**src/sv/wav_pcm_stream_parser_assert.svh**
```systemverilog
// ----------------------------------------------------------------------------
// WAVE parser assertion macros
// Shared property forms for the parser checks, clocked on i_clk and held
// off while i_rst_n is low.
// ----------------------------------------------------------------------------
`ifndef WAV_PCM_STREAM_PARSER_ASSERT_SVH
`define WAV_PCM_STREAM_PARSER_ASSERT_SVH

// Same-cycle implication
`define WPP_ASSERT_NOW(label, ante, cons) \
    label: assert property (@(posedge i_clk) disable iff (!i_rst_n) (ante) |-> (cons)) \
        else $error("wav parser check failed");

// Next-cycle implication
`define WPP_ASSERT_NEXT(label, ante, cons) \
    label: assert property (@(posedge i_clk) disable iff (!i_rst_n) (ante) |=> (cons)) \
        else $error("wav parser check failed");

`endif

```
**src/sv/wpp_pkg.sv**
```systemverilog
// ----------------------------------------------------------------------------
// WAVE parser package
// Result types, tags, item kinds and error codes shared by the parser files.
// ----------------------------------------------------------------------------
package wpp_pkg;

    // Chunk tags as little-endian words
    localparam logic [31:0] TAG_RIFF = 32'h4646_4952;
    localparam logic [31:0] TAG_WAVE = 32'h4556_4157;
    localparam logic [31:0] TAG_FMT  = 32'h2074_6D66;
    localparam logic [31:0] TAG_DATA = 32'h6174_6164;

    localparam logic [15:0] SIGN_FLIP   = 16'h8000;
    localparam logic [31:0] FMT_MIN_LEN = 32'd16;

    // Item kinds
    localparam logic [1:0] KIND_FRAME = 2'd0;
    localparam logic [1:0] KIND_DONE  = 2'd1;
    localparam logic [1:0] KIND_ERROR = 2'd2;

    // Error codes
    localparam logic [4:0] ERR_NONE       = 5'd0;
    localparam logic [4:0] ERR_RIFF_TAG   = 5'd1;
    localparam logic [4:0] ERR_WAVE_TAG   = 5'd2;
    localparam logic [4:0] ERR_CHUNK_SIZE = 5'd3;
    localparam logic [4:0] ERR_FMT_DUP    = 5'd4;
    localparam logic [4:0] ERR_FMT_SHORT  = 5'd5;
    localparam logic [4:0] ERR_DATA_DUP   = 5'd6;
    localparam logic [4:0] ERR_DATA_EARLY = 5'd7;
    localparam logic [4:0] ERR_FORMAT     = 5'd8;
    localparam logic [4:0] ERR_CHANNELS   = 5'd9;
    localparam logic [4:0] ERR_RATE       = 5'd10;
    localparam logic [4:0] ERR_BITS       = 5'd11;
    localparam logic [4:0] ERR_BLOCK      = 5'd12;
    localparam logic [4:0] ERR_BYTE_RATE  = 5'd13;
    localparam logic [4:0] ERR_NO_DATA    = 5'd14;
    localparam logic [4:0] ERR_DATA_ODD   = 5'd15;
    localparam logic [4:0] ERR_DATA_FRAME = 5'd16;
    localparam logic [4:0] ERR_TRUNCATED  = 5'd17;

    typedef struct packed {
        logic [1:0]  kind;
        logic [15:0] left;
        logic [15:0] right;
        logic [30:0] rate;
        logic [4:0]  err;
        logic        last;
    } t_result;

    // Up to two results caused by one accepted byte
    typedef struct packed {
        logic [1:0] count;
        t_result    first;
        t_result    second;
    } t_step;

endpackage

```
**src/sv/wpp_parser.sv**
```systemverilog
// ----------------------------------------------------------------------------
// WAVE parser core
// Walks the RIFF/WAVE byte stream one beat at a time, captures and checks
// the fmt fields, converts data bytes to frames and forms the final item.
// ----------------------------------------------------------------------------
module wpp_parser
    import wpp_pkg::*;
(
    input  logic       i_clk,
    input  logic       i_rst_n,
    input  logic       i_accept,
    input  logic [7:0] i_in_byte,
    input  logic       i_end_of_file,
    output t_step      o_step
);

    typedef enum logic [3:0] {
        PH_RIFF, PH_RSIZE, PH_WAVE, PH_CID,
        PH_SZ_FMT, PH_SZ_DATA, PH_SZ_OTHER,
        PH_FORMAT, PH_CHAN, PH_RATE, PH_BRATE, PH_BLOCK, PH_BITS,
        PH_SKIP, PH_DATA, PH_DEAD
    } t_phase;

    t_phase      r_phase, n_phase;
    logic [1:0]  r_cnt, n_cnt;
    logic [31:0] r_shift, n_shift;
    logic [31:0] r_rem, n_rem;
    logic [15:0] r_format, n_format;
    logic [15:0] r_chan, n_chan;
    logic [31:0] r_rate, n_rate;
    logic [31:0] r_brate, n_brate;
    logic [15:0] r_block, n_block;
    logic [15:0] r_bits, n_bits;
    logic        r_fmt_seen, n_fmt_seen;
    logic        r_data_seen, n_data_seen;
    logic [7:0]  r_low, n_low;
    logic [15:0] r_left, n_left;
    logic [1:0]  r_sphase, n_sphase;
    logic [4:0]  r_err, n_err;
    logic [47:0] r_rate_prod;

    logic        w_take, w_wide, w_done;
    logic [31:0] w_field, w_rem_dec, w_sz;
    logic [15:0] w_v, w_exp_block;
    logic        w_frame_v;
    logic [15:0] w_fl, w_fr;
    logic [4:0]  w_code;
    logic [30:0] w_rate_out;
    logic        w_eof;

    // Expected byte rate, registered ahead of the bits field
    always_ff @(posedge i_clk) begin
        r_rate_prod <= 48'(r_rate) * 48'(r_block);
    end

    always_comb begin
        n_phase     = r_phase;
        n_cnt       = r_cnt;
        n_shift     = r_shift;
        n_rem       = r_rem;
        n_format    = r_format;
        n_chan      = r_chan;
        n_rate      = r_rate;
        n_brate     = r_brate;
        n_block     = r_block;
        n_bits      = r_bits;
        n_fmt_seen  = r_fmt_seen;
        n_data_seen = r_data_seen;
        n_low       = r_low;
        n_left      = r_left;
        n_sphase    = r_sphase;
        n_err       = r_err;
        w_frame_v   = 1'b0;
        w_fl        = 16'h0;
        w_fr        = 16'h0;
        w_v         = 16'h0;
        w_code      = ERR_NONE;
        w_rate_out  = 31'h0;
        w_eof       = i_accept && i_end_of_file;

        // Assemble little-endian fields
        w_take    = !(r_phase inside {PH_SKIP, PH_DATA, PH_DEAD});
        w_wide    = !(r_phase inside {PH_FORMAT, PH_CHAN, PH_BLOCK, PH_BITS});
        w_field   = ((r_cnt == 2'd0) ? 32'h0 : r_shift) |
                    (32'(i_in_byte) << {r_cnt, 3'b000});
        w_done    = w_wide ? (r_cnt == 2'd3) : (r_cnt != 2'd0);
        w_rem_dec = r_rem - 32'd1;
        w_sz      = w_field;
        w_exp_block = (r_chan == 16'd2) ? (w_field[15:0] >> 2) : (w_field[15:0] >> 3);

        if (i_accept) begin
            if (w_take) begin
                n_shift = w_field;
                n_cnt   = w_done ? 2'd0 : 2'(r_cnt + 2'd1);
            end
            case (r_phase)
                PH_RIFF: begin
                    if (w_done) begin
                        if (w_field != TAG_RIFF) begin
                            n_phase = PH_DEAD;
                            n_err   = ERR_RIFF_TAG;
                        end else begin
                            n_phase = PH_RSIZE;
                        end
                    end
                end
                PH_RSIZE: begin
                    if (w_done) n_phase = PH_WAVE;
                end
                PH_WAVE: begin
                    if (w_done) begin
                        if (w_field != TAG_WAVE) begin
                            n_phase = PH_DEAD;
                            n_err   = ERR_WAVE_TAG;
                        end else begin
                            n_phase = PH_CID;
                        end
                    end
                end
                PH_CID: begin
                    if (w_done) begin
                        if (w_field == TAG_FMT)       n_phase = PH_SZ_FMT;
                        else if (w_field == TAG_DATA) n_phase = PH_SZ_DATA;
                        else                          n_phase = PH_SZ_OTHER;
                    end
                end
                PH_SZ_FMT, PH_SZ_DATA, PH_SZ_OTHER: begin
                    // Check the chunk size against the chunk kind
                    if (w_done) begin
                        if (w_sz[31]) begin
                            n_phase = PH_DEAD;
                            n_err   = ERR_CHUNK_SIZE;
                        end else if (r_phase == PH_SZ_OTHER) begin
                            n_rem   = w_sz;
                            n_phase = (w_sz != 32'h0) ? PH_SKIP : PH_CID;
                        end else if (r_phase == PH_SZ_FMT) begin
                            if (r_fmt_seen) begin
                                n_phase = PH_DEAD;
                                n_err   = ERR_FMT_DUP;
                            end else if (w_sz < FMT_MIN_LEN) begin
                                n_phase = PH_DEAD;
                                n_err   = ERR_FMT_SHORT;
                            end else begin
                                n_fmt_seen = 1'b1;
                                n_rem      = w_sz;
                                n_phase    = PH_FORMAT;
                            end
                        end else begin
                            if (r_data_seen) begin
                                n_phase = PH_DEAD;
                                n_err   = ERR_DATA_DUP;
                            end else if (!r_fmt_seen) begin
                                n_phase = PH_DEAD;
                                n_err   = ERR_DATA_EARLY;
                            end else if (r_bits == 16'd16 && w_sz[0]) begin
                                n_phase = PH_DEAD;
                                n_err   = ERR_DATA_ODD;
                            end else if ((w_sz & (32'(r_block) - 32'd1)) != 32'h0) begin
                                n_phase = PH_DEAD;
                                n_err   = ERR_DATA_FRAME;
                            end else begin
                                n_data_seen = 1'b1;
                                n_rem       = w_sz;
                                n_sphase    = 2'd0;
                                n_phase     = (w_sz != 32'h0) ? PH_DATA : PH_CID;
                            end
                        end
                    end
                end
                PH_FORMAT, PH_CHAN, PH_RATE, PH_BRATE, PH_BLOCK, PH_BITS: begin
                    n_rem = w_rem_dec;
                    if (w_done) begin
                        case (r_phase)
                            PH_FORMAT: begin
                                n_format = w_field[15:0];
                                n_phase  = PH_CHAN;
                            end
                            PH_CHAN: begin
                                n_chan  = w_field[15:0];
                                n_phase = PH_RATE;
                            end
                            PH_RATE: begin
                                n_rate  = w_field;
                                n_phase = PH_BRATE;
                            end
                            PH_BRATE: begin
                                n_brate = w_field;
                                n_phase = PH_BLOCK;
                            end
                            PH_BLOCK: begin
                                n_block = w_field[15:0];
                                n_phase = PH_BITS;
                            end
                            default: begin
                                // Bits field closes the fmt header: validate it
                                n_bits = w_field[15:0];
                                if (r_format != 16'd1) begin
                                    n_phase = PH_DEAD;
                                    n_err   = ERR_FORMAT;
                                end else if (r_chan != 16'd1 && r_chan != 16'd2) begin
                                    n_phase = PH_DEAD;
                                    n_err   = ERR_CHANNELS;
                                end else if (r_rate == 32'h0 || r_rate[31]) begin
                                    n_phase = PH_DEAD;
                                    n_err   = ERR_RATE;
                                end else if (w_field[15:0] != 16'd8 &&
                                             w_field[15:0] != 16'd16) begin
                                    n_phase = PH_DEAD;
                                    n_err   = ERR_BITS;
                                end else if (r_block != w_exp_block) begin
                                    n_phase = PH_DEAD;
                                    n_err   = ERR_BLOCK;
                                end else if ({16'h0, r_brate} != r_rate_prod) begin
                                    n_phase = PH_DEAD;
                                    n_err   = ERR_BYTE_RATE;
                                end else begin
                                    n_phase = (w_rem_dec != 32'h0) ? PH_SKIP : PH_CID;
                                end
                            end
                        endcase
                    end
                end
                PH_SKIP: begin
                    n_rem = w_rem_dec;
                    if (w_rem_dec == 32'h0) n_phase = PH_CID;
                end
                PH_DATA: begin
                    n_rem = w_rem_dec;
                    if (w_rem_dec == 32'h0) n_phase = PH_CID;
                    // Convert sample bytes to frames
                    if (r_bits == 16'd8) begin
                        w_v = {i_in_byte, 8'h00};
                        if (r_chan == 16'd1) begin
                            w_frame_v = 1'b1;
                            w_fl      = w_v;
                            w_fr      = w_v;
                        end else if (r_sphase == 2'd0) begin
                            n_left   = w_v;
                            n_sphase = 2'd1;
                        end else begin
                            n_sphase  = 2'd0;
                            w_frame_v = 1'b1;
                            w_fl      = r_left;
                            w_fr      = w_v;
                        end
                    end else if (!r_sphase[0]) begin
                        n_low    = i_in_byte;
                        n_sphase = 2'(r_sphase + 2'd1);
                    end else begin
                        w_v = {i_in_byte, r_low} ^ SIGN_FLIP;
                        if (r_chan == 16'd1) begin
                            n_sphase  = 2'd0;
                            w_frame_v = 1'b1;
                            w_fl      = w_v;
                            w_fr      = w_v;
                        end else if (r_sphase == 2'd1) begin
                            n_left   = w_v;
                            n_sphase = 2'd2;
                        end else begin
                            n_sphase  = 2'd0;
                            w_frame_v = 1'b1;
                            w_fl      = r_left;
                            w_fr      = w_v;
                        end
                    end
                end
                default: begin
                    // Dead: hold until end of file
                end
            endcase
        end

        // Final verdict on the last byte, then start over
        if (w_eof) begin
            w_code = n_err;
            if (w_code == ERR_NONE) begin
                if (n_phase != PH_CID || n_cnt != 2'd0) w_code = ERR_TRUNCATED;
                else if (!n_data_seen)                   w_code = ERR_NO_DATA;
            end
            w_rate_out  = (w_code == ERR_NONE) ? n_rate[30:0] : 31'h0;
            n_phase     = PH_RIFF;
            n_cnt       = 2'd0;
            n_shift     = 32'h0;
            n_rem       = 32'h0;
            n_format    = 16'h0;
            n_chan      = 16'h0;
            n_rate      = 32'h0;
            n_brate     = 32'h0;
            n_block     = 16'h0;
            n_bits      = 16'h0;
            n_fmt_seen  = 1'b0;
            n_data_seen = 1'b0;
            n_low       = 8'h0;
            n_left      = 16'h0;
            n_sphase    = 2'd0;
            n_err       = ERR_NONE;
        end
    end

    // Pack the results of this beat
    always_comb begin
        t_result w_frame, w_final;
        w_frame.kind  = KIND_FRAME;
        w_frame.left  = w_fl;
        w_frame.right = w_fr;
        w_frame.rate  = 31'h0;
        w_frame.err   = ERR_NONE;
        w_frame.last  = !w_eof;
        w_final.kind  = (w_code == ERR_NONE) ? KIND_DONE : KIND_ERROR;
        w_final.left  = 16'h0;
        w_final.right = 16'h0;
        w_final.rate  = w_rate_out;
        w_final.err   = w_code;
        w_final.last  = 1'b1;
        o_step.count  = 2'(w_frame_v) + 2'(w_eof);
        o_step.first  = w_frame_v ? w_frame : w_final;
        o_step.second = w_final;
    end

    // Hold parse state
    always_ff @(posedge i_clk) begin
        if (!i_rst_n) begin
            r_phase     <= PH_RIFF;
            r_cnt       <= 2'd0;
            r_shift     <= 32'h0;
            r_rem       <= 32'h0;
            r_format    <= 16'h0;
            r_chan      <= 16'h0;
            r_rate      <= 32'h0;
            r_brate     <= 32'h0;
            r_block     <= 16'h0;
            r_bits      <= 16'h0;
            r_fmt_seen  <= 1'b0;
            r_data_seen <= 1'b0;
            r_low       <= 8'h0;
            r_left      <= 16'h0;
            r_sphase    <= 2'd0;
            r_err       <= ERR_NONE;
        end else begin
            r_phase     <= n_phase;
            r_cnt       <= n_cnt;
            r_shift     <= n_shift;
            r_rem       <= n_rem;
            r_format    <= n_format;
            r_chan      <= n_chan;
            r_rate      <= n_rate;
            r_brate     <= n_brate;
            r_block     <= n_block;
            r_bits      <= n_bits;
            r_fmt_seen  <= n_fmt_seen;
            r_data_seen <= n_data_seen;
            r_low       <= n_low;
            r_left      <= n_left;
            r_sphase    <= n_sphase;
            r_err       <= n_err;
        end
    end

endmodule

```
**src/sv/wpp_out_queue.sv**
```systemverilog
// ----------------------------------------------------------------------------
// WAVE parser result queue
// Three-entry shift queue that takes up to two results per beat and hands
// out one result beat per cycle while i_ready is high.
// ----------------------------------------------------------------------------
module wpp_out_queue
    import wpp_pkg::*;
(
    input  logic    i_clk,
    input  logic    i_rst_n,
    input  t_step   i_push,
    input  logic    i_ready,
    output logic    o_valid,
    output logic    o_room,
    output t_result o_head
);

    t_result    r_q0, r_q1, r_q2;
    t_result    n_q0, n_q1, n_q2;
    logic [1:0] r_count, n_count;
    logic       w_pop;
    logic [1:0] w_base;

    assign o_valid = (r_count != 2'd0);
    assign o_room  = (r_count < 2'd2);
    assign o_head  = r_q0;
    assign w_pop   = o_valid && i_ready;
    assign w_base  = r_count - 2'(w_pop);

    // Drop the taken head, then append new results behind the rest
    always_comb begin
        n_q0 = w_pop ? r_q1 : r_q0;
        n_q1 = w_pop ? r_q2 : r_q1;
        n_q2 = r_q2;
        if (i_push.count != 2'd0) begin
            case (w_base)
                2'd0:    n_q0 = i_push.first;
                2'd1:    n_q1 = i_push.first;
                default: n_q2 = i_push.first;
            endcase
        end
        if (i_push.count == 2'd2) begin
            case (w_base)
                2'd0:    n_q1 = i_push.second;
                default: n_q2 = i_push.second;
            endcase
        end
        n_count = w_base + i_push.count;
    end

    // Advance the fill count
    always_ff @(posedge i_clk) begin
        if (!i_rst_n) begin
            r_count <= 2'd0;
        end else begin
            r_count <= n_count;
        end
    end

    // Hold queue payload
    always_ff @(posedge i_clk) begin
        r_q0 <= n_q0;
        r_q1 <= n_q1;
        r_q2 <= n_q2;
    end

endmodule

```
**src/sv/wav_pcm_stream_parser.sv**
```systemverilog
// ----------------------------------------------------------------------------
// WAVE PCM stream parser: one file byte per beat in, frames and verdict out
// Throughput 1 byte per cycle while o_ready; the queue registers each result.
// The byte that ends a frame and the file gives 2 results, frame then verdict.
// The 3-entry result queue hands out 1 result beat per cycle while i_ready.
// Synchronous active-low reset: expect RIFF tag, all fields clear, queue empty.
// ----------------------------------------------------------------------------
`include "wav_pcm_stream_parser_assert.svh"

module wav_pcm_stream_parser
    import wpp_pkg::*;
(
    input  logic        i_clk,
    input  logic        i_rst_n,
    input  logic        i_valid,
    output logic        o_ready,
    input  logic [7:0]  i_in_byte,
    input  logic        i_end_of_file,
    output logic        o_valid,
    input  logic        i_ready,
    output logic [1:0]  o_item_kind,
    output logic [15:0] o_left_value,
    output logic [15:0] o_right_value,
    output logic [30:0] o_sample_rate,
    output logic [4:0]  o_error_code,
    output logic        o_is_last
);

    logic    w_accept;
    t_step   w_step;
    t_result w_head;

    // Take a byte only while the queue can absorb two results
    assign w_accept = i_valid && o_ready;

    wpp_parser u_parser (
        .i_clk         (i_clk),
        .i_rst_n       (i_rst_n),
        .i_accept      (w_accept),
        .i_in_byte     (i_in_byte),
        .i_end_of_file (i_end_of_file),
        .o_step        (w_step)
    );

    wpp_out_queue u_queue (
        .i_clk   (i_clk),
        .i_rst_n (i_rst_n),
        .i_push  (w_step),
        .i_ready (i_ready),
        .o_valid (o_valid),
        .o_room  (o_ready),
        .o_head  (w_head)
    );

    assign o_item_kind   = w_head.kind;
    assign o_left_value  = w_head.left;
    assign o_right_value = w_head.right;
    assign o_sample_rate = w_head.rate;
    assign o_error_code  = w_head.err;
    assign o_is_last     = w_head.last;

    // Checks
    `WPP_ASSERT_NOW(a_full_has_beat, !o_ready, o_valid)
    `WPP_ASSERT_NEXT(a_eof_gives_beat, w_accept && i_end_of_file, o_valid)
    `WPP_ASSERT_NOW(a_final_is_last, o_valid && o_item_kind != KIND_FRAME, o_is_last)
    `WPP_ASSERT_NOW(a_error_has_code, o_valid && o_item_kind == KIND_ERROR,
                    o_error_code != ERR_NONE)

endmodule

```
**config.mk**
```make
export PLATFORM = sky130hd
export DESIGN_NAME = wav_pcm_stream_parser
export DESIGN_NICKNAME = d
export VERILOG_FILES = /design/src/sv/wpp_pkg.sv /design/src/sv/wpp_parser.sv /design/src/sv/wpp_out_queue.sv /design/src/sv/wav_pcm_stream_parser.sv
export VERILOG_INCLUDE_DIRS = /design/src /design/src/sv
export SDC_FILE = /design/constraint.sdc
export NUM_CORES = 2
export LEC_CHECK = 0
export ABC_CLOCK_PERIOD_IN_PS = 11970
export BUFFER_PORTS_ARGS = -buffer_cell sky130_fd_sc_hd__buf_4
export CAP_MARGIN = 30
export CORE_MARGIN = 4
export CORE_UTILIZATION = 60
export CTS_CLUSTER_DIAMETER = 150
export DETAILED_ROUTE_END_ITERATION = 10
export HOLD_SLACK_MARGIN = 0.02
export PLACE_DENSITY = 0.84
export SYNTH_ARGS = -nofsm -noshare
export SYNTH_HDL_FRONTEND = slang
export SYNTH_SLANG_ARGS = --single-unit
```
**constraint.sdc**
```tcl
create_clock -name i_clk -period 11.97 [get_ports i_clk]
set_input_delay 0 -clock i_clk [delete_from_list [all_inputs] [get_ports i_clk]]
set_output_delay 0 -clock i_clk [all_outputs]
set_load 0.05 [all_outputs]
```
==> impl_metrics.tcl <==
set metrics [dict create \
    crit_chain "buf_4, nand2_1, fa_1, inv_1, fa_1, inv_1, fa_1, fa_1, inv_1, fa_1, inv_1, fa_1, inv_1, ha_1, nand2_1, or4b_2, o21ai_0, a311oi_1, or4_1, a31o_2, o31ai_1, a221oi_1, o21bai_1, xnor2_1" \
    yosysUniqueCellTypes 91 \
    rsz0062_at_grt "false" \
    min_period_over_period_pct 71.5 \
    cts_root_buffer "clkbuf_16" \
    ctsResizeCount 0 \
    crit_top_cell "fa_1" \
    synth-compound-area-share_pct 15.3 \
    cts_hold_buf 10 \
    die_w_um 261 \
    grt_pass1_vias 33411 \
    cts_sinks 494 \
    grt_pass1_wl_um 185000 \
    cts_buffers 51 \
    fp.coreArea_um2 63300 \
    syn_nets 5171 \
    start_util_pct 60.8 \
    drc 0 \
    worst_slack_ns 3.41 \
    numPortBuffers 85 \
    area_delta_synth_final_pct 7.48 \
    synth-edff-count 0 \
    finalSetupViolCount 0 \
    grt_max_degree 92 \
    h-tree-depth 2 \
    cts_tree "built" \
    start_kind "flip-flop" \
    instances_no_fill 5370 \
    synth-xor-area-share_pct 2.50 \
    fmaxAchievable_mhz 117 \
    postPlaceCellArea_um2 39600 \
    slowest_stage "or4b_2" \
    async_flop_share_pct 0 \
    crit_path_end_kind "flip-flop" \
    peakVddDrop_v 0.000173 \
    nFillCells 5069 \
    grt_overflow_total 0 \
    maxSlewViolCount 0 \
    cts.clk_slew.worst_paths_ns 0.07 \
    worstMarginPinSlew_ns 1.10 \
    drt-initial-drc-count 3913 \
    clockBufferDepth 3 \
    seq_area_um2 9890 \
    setup_tns_ns 0 \
    dpl.hpwl_um 81900 \
    cap_violations 0 \
    yosysTopAreaCellShare_pct 25.7 \
    via_count 33770 \
    critPathMaxFanout 29 \
    final-hold-violation-count 0 \
    cpPeakStageDelay_ns 0.68 \
    drtAntennaViolNets 0 \
    n_antenna_cell 0 \
    netlist_instances 4611 \
    die_y_um 261 \
    holdWs_ns 0.0833 \
    dp_slack_ns 3.62 \
    r2r_slack_ns 3.41 \
    fin_area_um2 41400 \
    critPathTopFamily "adder cells" \
    outcome "completed" \
    first_pass_iters 6 \
    crit_buf_inv 6 \
    cts_setup_buffers 0 \
    p_leak_uw 0.0162 \
    fin_skew_ns 0.0406 \
    avgSynthCellArea_um2 8.35 \
    clk-insertion-delay-late_ns 0.62 \
    die-area_um2 68300 \
    io_pins 86 \
    cp_data_arrival_time_ns 9.11 \
    ys_ff_latch 494 \
    grt_use_total_pct 33.9 \
    synth_fa_ha_area_share_pct 25.9 \
    antenna_found_initial 3 \
    p_per_area_nw_per_um2 115 \
    place_congestion 0.983 \
    relSlewSlack_pct 26.4 \
    ys_seq_area_share_pct 25.7 \
    synth_top_family_by_area "adder cells" \
    cp.required_ns 12.52 \
    synth_ff_type "dfxtp_1" \
    period_minus_slack_ns 8.56 \
    synth_area_leader_cell "dfxtp_1" \
    wl_per_cell_um 21.5 \
    synth_area_um2 38500 \
    yosys-top-cells-area "dfxtp_1, fa_1, nand2_1" \
    drive_above_1_share_pct 7.05 \
    min_path_type "input pin to flip-flop" \
    yosysWarnings 0 \
    critPathKind "flip-flop to flip-flop" \
    multiInputGateArea_um2 25800 \
    synth-simple-area-share_pct 20.9 \
    vias_per_cell 6.29 \
    row_count 92 \
    place_inst 5268 \
    yosys-mux-area-fraction_pct 2.05 \
    nets 5047 \
    routed_wl_um 116000 \
]
## path summary, 6_finish.rpt
path | cells after the start | from | to
setup / recovery | 24 | u_parser.r_block[4]$_SDFFE_PP0P_ | u_parser.r_rate_prod[47]$_DFF_P_
hold / removal | 5 | i_ready | u_queue.o_head[40]$_DFF_P_
setup reg to reg | 24 | u_parser.r_block[4]$_SDFFE_PP0P_ | u_parser.r_rate_prod[47]$_DFF_P_
hold reg to reg | 2 | u_parser.r_left[3]$_SDFFE_PP0P_ | u_parser.r_left[3]$_SDFFE_PP0P_
## metal layers
layer | vias up | share of wire [%] | global-route usage [%]
li1 | 15164 | - | -
met1 | 16240 | 38 | 44.7
met2 | 1912 | 45 | 52.6
met3 | 450 | 11 | 8.11
met4 | 4 | 5.8 | 16.7
met5 | - | 0.019 | 0
## tightest hold or removal path: stages
cell     delay (ns)
buf_4          0.11
nand2_2        0.09
inv_6          0.22
nand2_1        0.15
a31oi_1        0.07
## layout by cell type, fill, tap and decap left out, drive strengths merged, types with 10 or more instances in the layout
cell type | netlist | routed
nor2b | 30 | 30
nand2 | 775 | 775
xor2 | 50 | 50
or4 | 13 | 13
fa | 418 | 418
nand3b | 16 | 16
a22oi | 36 | 36
nor4b | 10 | 10
and3 | 15 | 15
a311oi | 36 | 36
nand3 | 72 | 72
and2 | 153 | 153
a31oi | 47 | 47
o31ai | 38 | 38
nand2b | 29 | 29
nor4 | 60 | 60
clkbuf | 330 | 71
o22ai | 13 | 13
a21o | 39 | 39
or3 | 21 | 21
o21a | 10 | 10
a21oi | 236 | 236
nor2 | 383 | 383
dfxtp | 494 | 494
buf | 29 | 172
o21ai | 110 | 110
mux2i | 79 | 79
nor3b | 12 | 12
a211oi | 145 | 145
inv | 416 | 417
dlygate4sd3 | 0 | 10
nand4 | 39 | 39
o21bai | 11 | 11
o32ai | 71 | 71
xnor2 | 60 | 60
or2 | 20 | 20
ha | 129 | 129
nor3 | 45 | 45
clkinv | 1 | 13
## state kept, by name (all words and copies together), names as in the netlist, 4 cells and up
name,flops
u_parser.r_phase,4
u_parser.r_left,16
u_parser.r_block,16
u_parser.r_format,16
u_parser.r_chan,16
u_parser.r_bits,16
u_parser.r_low,8
u_parser.r_shift,32
u_parser.r_rem,32
u_queue.o_head,71
u_queue.r_q1,71
u_parser.r_brate,32
u_parser.r_rate_prod,48
u_queue.r_q2,71
u_parser.r_rate,32
u_parser.r_err,5
## Yosys cell counts (7+ instances only)
master,count
o32ai_1,70
a21oi_1,235
o21ai_0,107
dfxtp_1,494
o21a_1,10
nand3_1,72
or2_2,19
mux2i_1,79
and3_1,15
a31oi_1,47
o211ai_1,9
a21o_1,39
or3_1,21
a22oi_1,35
a21boi_0,7
inv_1,414
o31ai_1,34
buf_1,23
and4_1,7
nand2b_1,29
xor2_1,50
nor2b_1,30
a211oi_1,145
nor2_1,383
and2_1,153
nand4_1,38
nor4_1,57
o22ai_1,13
nor3b_1,12
o21bai_1,11
ha_1,129
xnor2_1,60
nor3_1,45
nor4b_1,9
nand2_1,775
clkbuf_1,330
or4_1,13
nand3b_1,16
fa_1,418
a311oi_1,36
## kinds of logic (layout without fill, tap and decap cells)
logic type | Yosys count | in the layout
xor+xnor | 110 | 110
buf+inv | 776 | 689
compound gates | 874 | 874
simple gates | 1731 | 1731
mux | 79 | 79
flops | 494 | 494
fa+ha+maj | 547 | 547
## report_power, final
group,switching [µW],internal (µW),total (µW)
Sequential,92.8,1800,1890
Combinational,872,390,1260
Clock,698,900,1600
Total,1660,3090,4750
## final cells by class
cell class / instances / share of cell area, %
multi-input combinational: 3341 / 62.3
clock inverter: 19 / 0.490
sequential: 494 / 23.9
timing repair buffer: 182 / 3.45
tap: 846 / 2.56
inverter: 417 / 3.79
clock buffer: 71 / 3.53
## per-stage QoR
step / power, µW / util, %
after global placement: 3130 / 62.5
after detailed placement: 3150 / 62.5
after CTS: 4730 / 65.3
final: 4750 / 65.4
after floorplan: 2790 / -
after global routing: 4920 / 65.4
No activity file was read; power rests on OpenSTA's default activity.
